`src/comb_filter_reverb_top_macros.svh`:
```
// ----------------------------------------------------------------------------
// Comb reverb assertion macros
// Shorthand for clocked concurrent checks on clock, disabled in reset.
// ----------------------------------------------------------------------------
`ifndef COMB_FILTER_REVERB_TOP_MACROS_SVH
`define COMB_FILTER_REVERB_TOP_MACROS_SVH

// same-cycle implication
`define CFR_ASSERT_IMP(label, ante, cons) \
   label: assert property (@(posedge clock) disable iff (reset) (ante) |-> (cons)) \
      else $error("comb reverb check failed");

// next-cycle implication
`define CFR_ASSERT_NXT(label, ante, cons) \
   label: assert property (@(posedge clock) disable iff (reset) (ante) |=> (cons)) \
      else $error("comb reverb check failed");

`endif

```
`src/cfr_pkg.sv`:
```
// ----------------------------------------------------------------------------
// Comb reverb package
// Shared constants: delay length table, comb gains, register indexes.
// ----------------------------------------------------------------------------
package cfr_pkg;

   localparam int COMB_COUNT      = 4;
   localparam int COMB_IDX_WIDTH  = 2;
   localparam int TABLE_LEN_WIDTH = 14;
   localparam int TAP_WIDTH       = 3;
   localparam int DIVISOR_WIDTH   = 4;
   localparam int GAIN_WIDTH      = 17;
   localparam int OUT_GAIN_WIDTH  = 19;
   localparam int CSR_INDEX_WIDTH = 2;
   localparam int CSR_DATA_WIDTH  = 3;

   typedef enum logic [CSR_INDEX_WIDTH-1:0] {
      CSR_DELAY_PRESET,
      CSR_CHANNEL_SET,
      CSR_SMOOTHING_TAPS
   } csr_index_type;

   localparam logic [TAP_WIDTH-1:0] TAPS_RESET = 3'd4;

   // [channel set][preset][comb]
   localparam logic [TABLE_LEN_WIDTH-1:0] LINE_LEN [2][4][COMB_COUNT] = '{
      '{ '{14'd2063, 14'd1847, 14'd1523, 14'd1277},
         '{14'd3089, 14'd2927, 14'd2801, 14'd2111},
         '{14'd5479, 14'd5077, 14'd4987, 14'd4057},
         '{14'd9929, 14'd7411, 14'd4951, 14'd1063} },
      '{ '{14'd2053, 14'd1867, 14'd1531, 14'd1259},
         '{14'd3109, 14'd2939, 14'd2803, 14'd2113},
         '{14'd5477, 14'd5059, 14'd4993, 14'd4051},
         '{14'd9949, 14'd7393, 14'd4957, 14'd1097} }
   };

   // feedback gain magnitudes, Q16, applied negated
   localparam logic [GAIN_WIDTH-1:0] GAIN_Q16 [COMB_COUNT] = '{
      17'd57233, 17'd53890, 17'd55791, 17'd55725
   };

   // ~0.15 in Q20
   localparam logic [OUT_GAIN_WIDTH-1:0] OUT_GAIN = 19'd157286;

endpackage

```
`src/cfr_div.sv`:
```
// ----------------------------------------------------------------------------
// Comb reverb tap-average divider
// Unsigned divide by a small divisor (1..8), eight quotient bits per cycle.
// ----------------------------------------------------------------------------
module cfr_div #(
   parameter int WIDTH = 27
) (
   input  logic                                clock,
   input  logic                                reset,
   input  logic                                start,
   input  logic [WIDTH-1:0]                    dividend,
   input  logic [cfr_pkg::DIVISOR_WIDTH-1:0]   divisor,
   output logic                                done,
   output logic [WIDTH-1:0]                    quotient
);

   localparam int DIGIT = 8;
   localparam int NCH   = (WIDTH + DIGIT - 1) / DIGIT;
   localparam int PADW  = NCH * DIGIT;
   localparam int CNTW  = $clog2(NCH + 1);
   localparam int DVW   = cfr_pkg::DIVISOR_WIDTH;

   logic [PADW-1:0]  num_ff, num_in;
   logic [PADW-1:0]  quo_ff, quo_in;
   logic [DVW-1:0]   rem_ff, rem_in;
   logic [DVW-1:0]   div_ff, div_in;
   logic [CNTW-1:0]  cnt_ff, cnt_in;
   logic             busy_ff, busy_in;
   logic             done_ff, done_in;

   logic [DVW:0]     trial;
   logic [DVW-1:0]   rem_step;
   logic [DIGIT-1:0] q_digit;

   // one digit of restoring division; remainder stays below the divisor
   always_comb begin
      rem_step = rem_ff;
      q_digit  = '0;
      trial    = '0;
      for (int j = 0; j < DIGIT; j++) begin
         trial = {rem_step, num_ff[PADW-1-j]};
         if (trial >= {1'b0, div_ff}) begin
            trial              = trial - {1'b0, div_ff};
            q_digit[DIGIT-1-j] = 1'b1;
         end
         rem_step = trial[DVW-1:0];
      end
   end

   always_comb begin
      num_in  = num_ff;
      quo_in  = quo_ff;
      rem_in  = rem_ff;
      div_in  = div_ff;
      cnt_in  = cnt_ff;
      busy_in = busy_ff;
      done_in = 1'b0;
      if (start) begin
         num_in  = PADW'(dividend);
         quo_in  = '0;
         rem_in  = '0;
         div_in  = divisor;
         cnt_in  = CNTW'(NCH);
         busy_in = 1'b1;
      end else if (busy_ff) begin
         num_in = num_ff << DIGIT;
         quo_in = {quo_ff[PADW-DIGIT-1:0], q_digit};
         rem_in = rem_step;
         cnt_in = cnt_ff - CNTW'(1);
         if (cnt_ff == CNTW'(1)) begin
            busy_in = 1'b0;
            done_in = 1'b1;
         end
      end
   end

   always_ff @(posedge clock) begin
      if (reset) begin
         busy_ff <= 1'b0;
         done_ff <= 1'b0;
         cnt_ff  <= '0;
      end else begin
         busy_ff <= busy_in;
         done_ff <= done_in;
         cnt_ff  <= cnt_in;
      end
      num_ff <= num_in;
      quo_ff <= quo_in;
      rem_ff <= rem_in;
      div_ff <= div_in;
   end

   assign done     = done_ff;
   assign quotient = quo_ff[WIDTH-1:0];

endmodule

```
`config.mk`:
```
export PLATFORM = sky130hd
export DESIGN_NAME = cfr_div
export DESIGN_NICKNAME = d
export VERILOG_FILES = /design/src/comb_filter_reverb_top_macros.svh /design/src/cfr_pkg.sv /design/src/cfr_div.sv
export SDC_FILE = /design/constraint.sdc
export NUM_CORES = 1
export LEC_CHECK = 0
export BUFFER_PORTS_ARGS = -buffer_cell sky130_fd_sc_hd__clkbuf_2
export CAP_MARGIN = 20
export CORE_MARGIN = 2
export CORE_UTILIZATION = 50
export CTS_BUF_LIST = sky130_fd_sc_hd__clkbuf_2 sky130_fd_sc_hd__clkbuf_4 sky130_fd_sc_hd__clkbuf_8
export DETAILED_ROUTE_END_ITERATION = 10
export MAX_ROUTING_LAYER = met4
export PLACE_DENSITY_LB_ADDON = 0.25
export SLEW_MARGIN = 10
export SYNTH_ARGS = -nofsm -noshare
export SYNTH_HDL_FRONTEND = slang
export SYNTH_SLANG_ARGS = --single-unit
```
`constraint.sdc`:
```
create_clock -name clock -period 21.5 [get_ports clock]
set_clock_uncertainty 0.2 [all_clocks]
set_input_delay 2.15 -clock clock [delete_from_list [all_inputs] [get_ports clock]]
set_output_delay 2.15 -clock clock [all_outputs]
set_load 0.02 [all_outputs]
```
==> impl_metrics.env <==
export IMPL_status="finished, final reports clean"
export IMPL_cts_sinks=72
export IMPL_yosys_warnings=0
export IMPL_period_minus_slack_ns=16.18
export IMPL_cts_path_max_buffers=2
export IMPL_floorplan_initialDensity=0.511
export IMPL_ys_flop_type="dfxtp_1"
export IMPL_synth_seq_cells=72
export IMPL_hp_class="register to register"
export IMPL_multi_input_area_um2=2740
export IMPL_grt_overflow=0
export IMPL_tightestPinTransition_ns=1.08
export IMPL_portBuffers=61
export IMPL_drv_cap=0
export IMPL_grtUsageTotal=0.213
export IMPL_final_cell_mix="61 x clkbuf_2, 48 x nor2_1, 40 x dfxtp_1"
export IMPL_finalHoldViolCount=0
export IMPL_drive_above_1_share=0.246
export IMPL_max_freq_mhz=61.8
export IMPL_finalNetCount=588
export IMPL_num_vias=3576
export IMPL_die_x_um=101
export IMPL_gp_congestion=0.912
export IMPL_cp_common_cell="o21ai_0"
export IMPL_top_layer_used="met4"
export IMPL_synth_top_area_frac=0.199
export IMPL_critPathSlowestCell="a211oi_2"
export IMPL_grt_max_degree=74
export IMPL_path_class="register to register"
export IMPL_die_h_um=101
export IMPL_setup_viol=0
export IMPL_route_met3_wl_um=497
export IMPL_holdBufCountCts=0
export IMPL_die_area_um2=10100
export IMPL_required_ns=21.56
export IMPL_synth_nets=529
export IMPL_end_kind="register"
export IMPL_grt_pass1_vias=3552
export IMPL_cts_max_level=3
export IMPL_cp_max_fo=16
export IMPL_n_fill_cell=799
export IMPL_cts_resized=0
export IMPL_grt_antenna_before_repair=0
export IMPL_final_common_cell="clkbuf_2"
export IMPL_synth_area_top_cells="edfxtp_1 20%, dfxtp_1 18%, ha_1 9.1%"
export IMPL_syn_area_um2=4680
export IMPL_slew_viol_final=0
export IMPL_start_kind="register"
export IMPL_diodes=0
export IMPL_setup_tns_final_ns=0
export IMPL_synth_edf_count=31
export IMPL_synthArstFlopShare=0
export IMPL_max_slew_margin=0.277
export IMPL_vias_per_cell=5.69
export IMPL_firstDrtPassIters=4
export IMPL_num_io_pins=62
export IMPL_ant_nets=0
export IMPL_wl_met2_um=4790
export IMPL_crit_arrival_ns=16.23
export IMPL_yosys_area_top_type="edfxtp_1"
export IMPL_rows=35
export IMPL_period_share=0.752
export IMPL_core_um2=9150
export IMPL_dp_hpwl_um=7270
export IMPL_register_area_um2=1750
export IMPL_cts_setup_buffers=0
export IMPL_clk_insertion_delay_late_ns=0.35
export IMPL_numCtsBuffers=9
export IMPL_synth_seq_area_share=0.375
export IMPL_reg2reg_depth=62
export IMPL_syn_area_per_cell_um2=10.3
export IMPL_drc_errors=0
export IMPL_whs_path_depth=2
export IMPL_synth_distinct_cells=76
export IMPL_postRouteWirelength_um=10100
export IMPL_slowest_delay_ns=0.92
export IMPL_path_clk_slew_ns=0.09
export IMPL_cts_tree="done"
export IMPL_area_growth_pct=13.3
export IMPL_wl_per_cell_um=16.1
export IMPL_grt_setup_unrepaired="no"
export IMPL_ctsRootBufferMaster="clkbuf_8"
export IMPL_synthCells=453
export IMPL_drtIter0Drc=215
export IMPL_grt_pass1_wl_um=16700
export IMPL_drt_met1_wl_um=4610
[path summary, 6_finish.rpt]
kind	from	end	slack [ns]
hold / removal	cnt_ff[1]	cnt_ff[1]	0.29
setup reg to reg	div_ff[1]	rem_ff[0]	5.32
hold reg to reg	cnt_ff[1]	cnt_ff[1]	0.29
setup / recovery	div_ff[1]	rem_ff[0]	5.32
[area by class of cell]
class                   instances  area share
clock buffers                  10      0.0260
clock inverters                 6      0.0168
multi-input cells             333       0.516
inverters                      33      0.0234
well taps                     111      0.0262
repair buffers                 63      0.0604
flip-flops and latches         72       0.331
[cells in the mapped netlist, drive strengths merged, types with 4 or more instances]
library cell / count
inv: 33
a21oi: 17
a211oi: 5
nand2: 14
nand3: 8
o21ai: 17
nor2: 48
o211ai: 4
a31oi: 5
dfxtp: 41
mux2i: 31
xnor2: 7
clkbuf: 10
xor2: 9
ha: 34
nor3: 5
a21o: 16
buf: 5
edfxtp: 31
nand2b: 11
and2: 12
fa: 8
mux2: 23
[through the flow]
stage                     setup slack, ns  utilization  cell area, um^2  instances  hold WS, ns
after global routing                 4.02        0.579             5300        628        0.323
after floorplan                      8.24            -             4680        453        0.250
final                                5.32        0.579             5300        628        0.291
after detailed placement             5.49        0.554             5070        612        0.282
after global placement               6.05        0.554             5070        612        0.270
after CTS                            5.41        0.579             5300        628        0.296
[cells by family (layout without fill, tap and decap cells)]
| family | Yosys count | in the layout | share of synthesized area |
|---|---|---|---|
| xor+xnor | 16 | 16 | 0.0300 |
| buf+inv | 48 | 112 | 0.0404 |
| fa+ha+maj | 42 | 42 | 0.125 |
| simple gates | 116 | 116 | 0.128 |
| compound gates | 105 | 105 | 0.179 |
| flops | 72 | 72 | 0.375 |
| mux | 54 | 54 | 0.123 |
[worst max-delay path, delay by kind of cell, from the launching register on]
family | cells | cell delay, ns
buf+inv | 6 | 0.94
fa+ha+maj | 8 | 2.56
compound gates | 35 | 9.17
simple gates | 12 | 2.05
mux | 1 | 0.42
flops | 1 | 0.74
[state kept, by name, indices dropped and copies added (netlist names)]
signal   count
busy_ff      1
cnt_ff       3
div_ff       4
done         1
num_ff      32
quo_ff      27
rem_ff       4
[metal layers]
metal / vias up / global-route usage
li1: 1778 / -
met1: 1685 / 0.271
met2: 92 / 0.339
met3: 21 / 0.0499
met4: 0 / 0.0653
met5: - / -
Power is left out: the tool's default activity adds up to more than one toggle a clock period on the data nets, which glitch-free logic cannot reach.
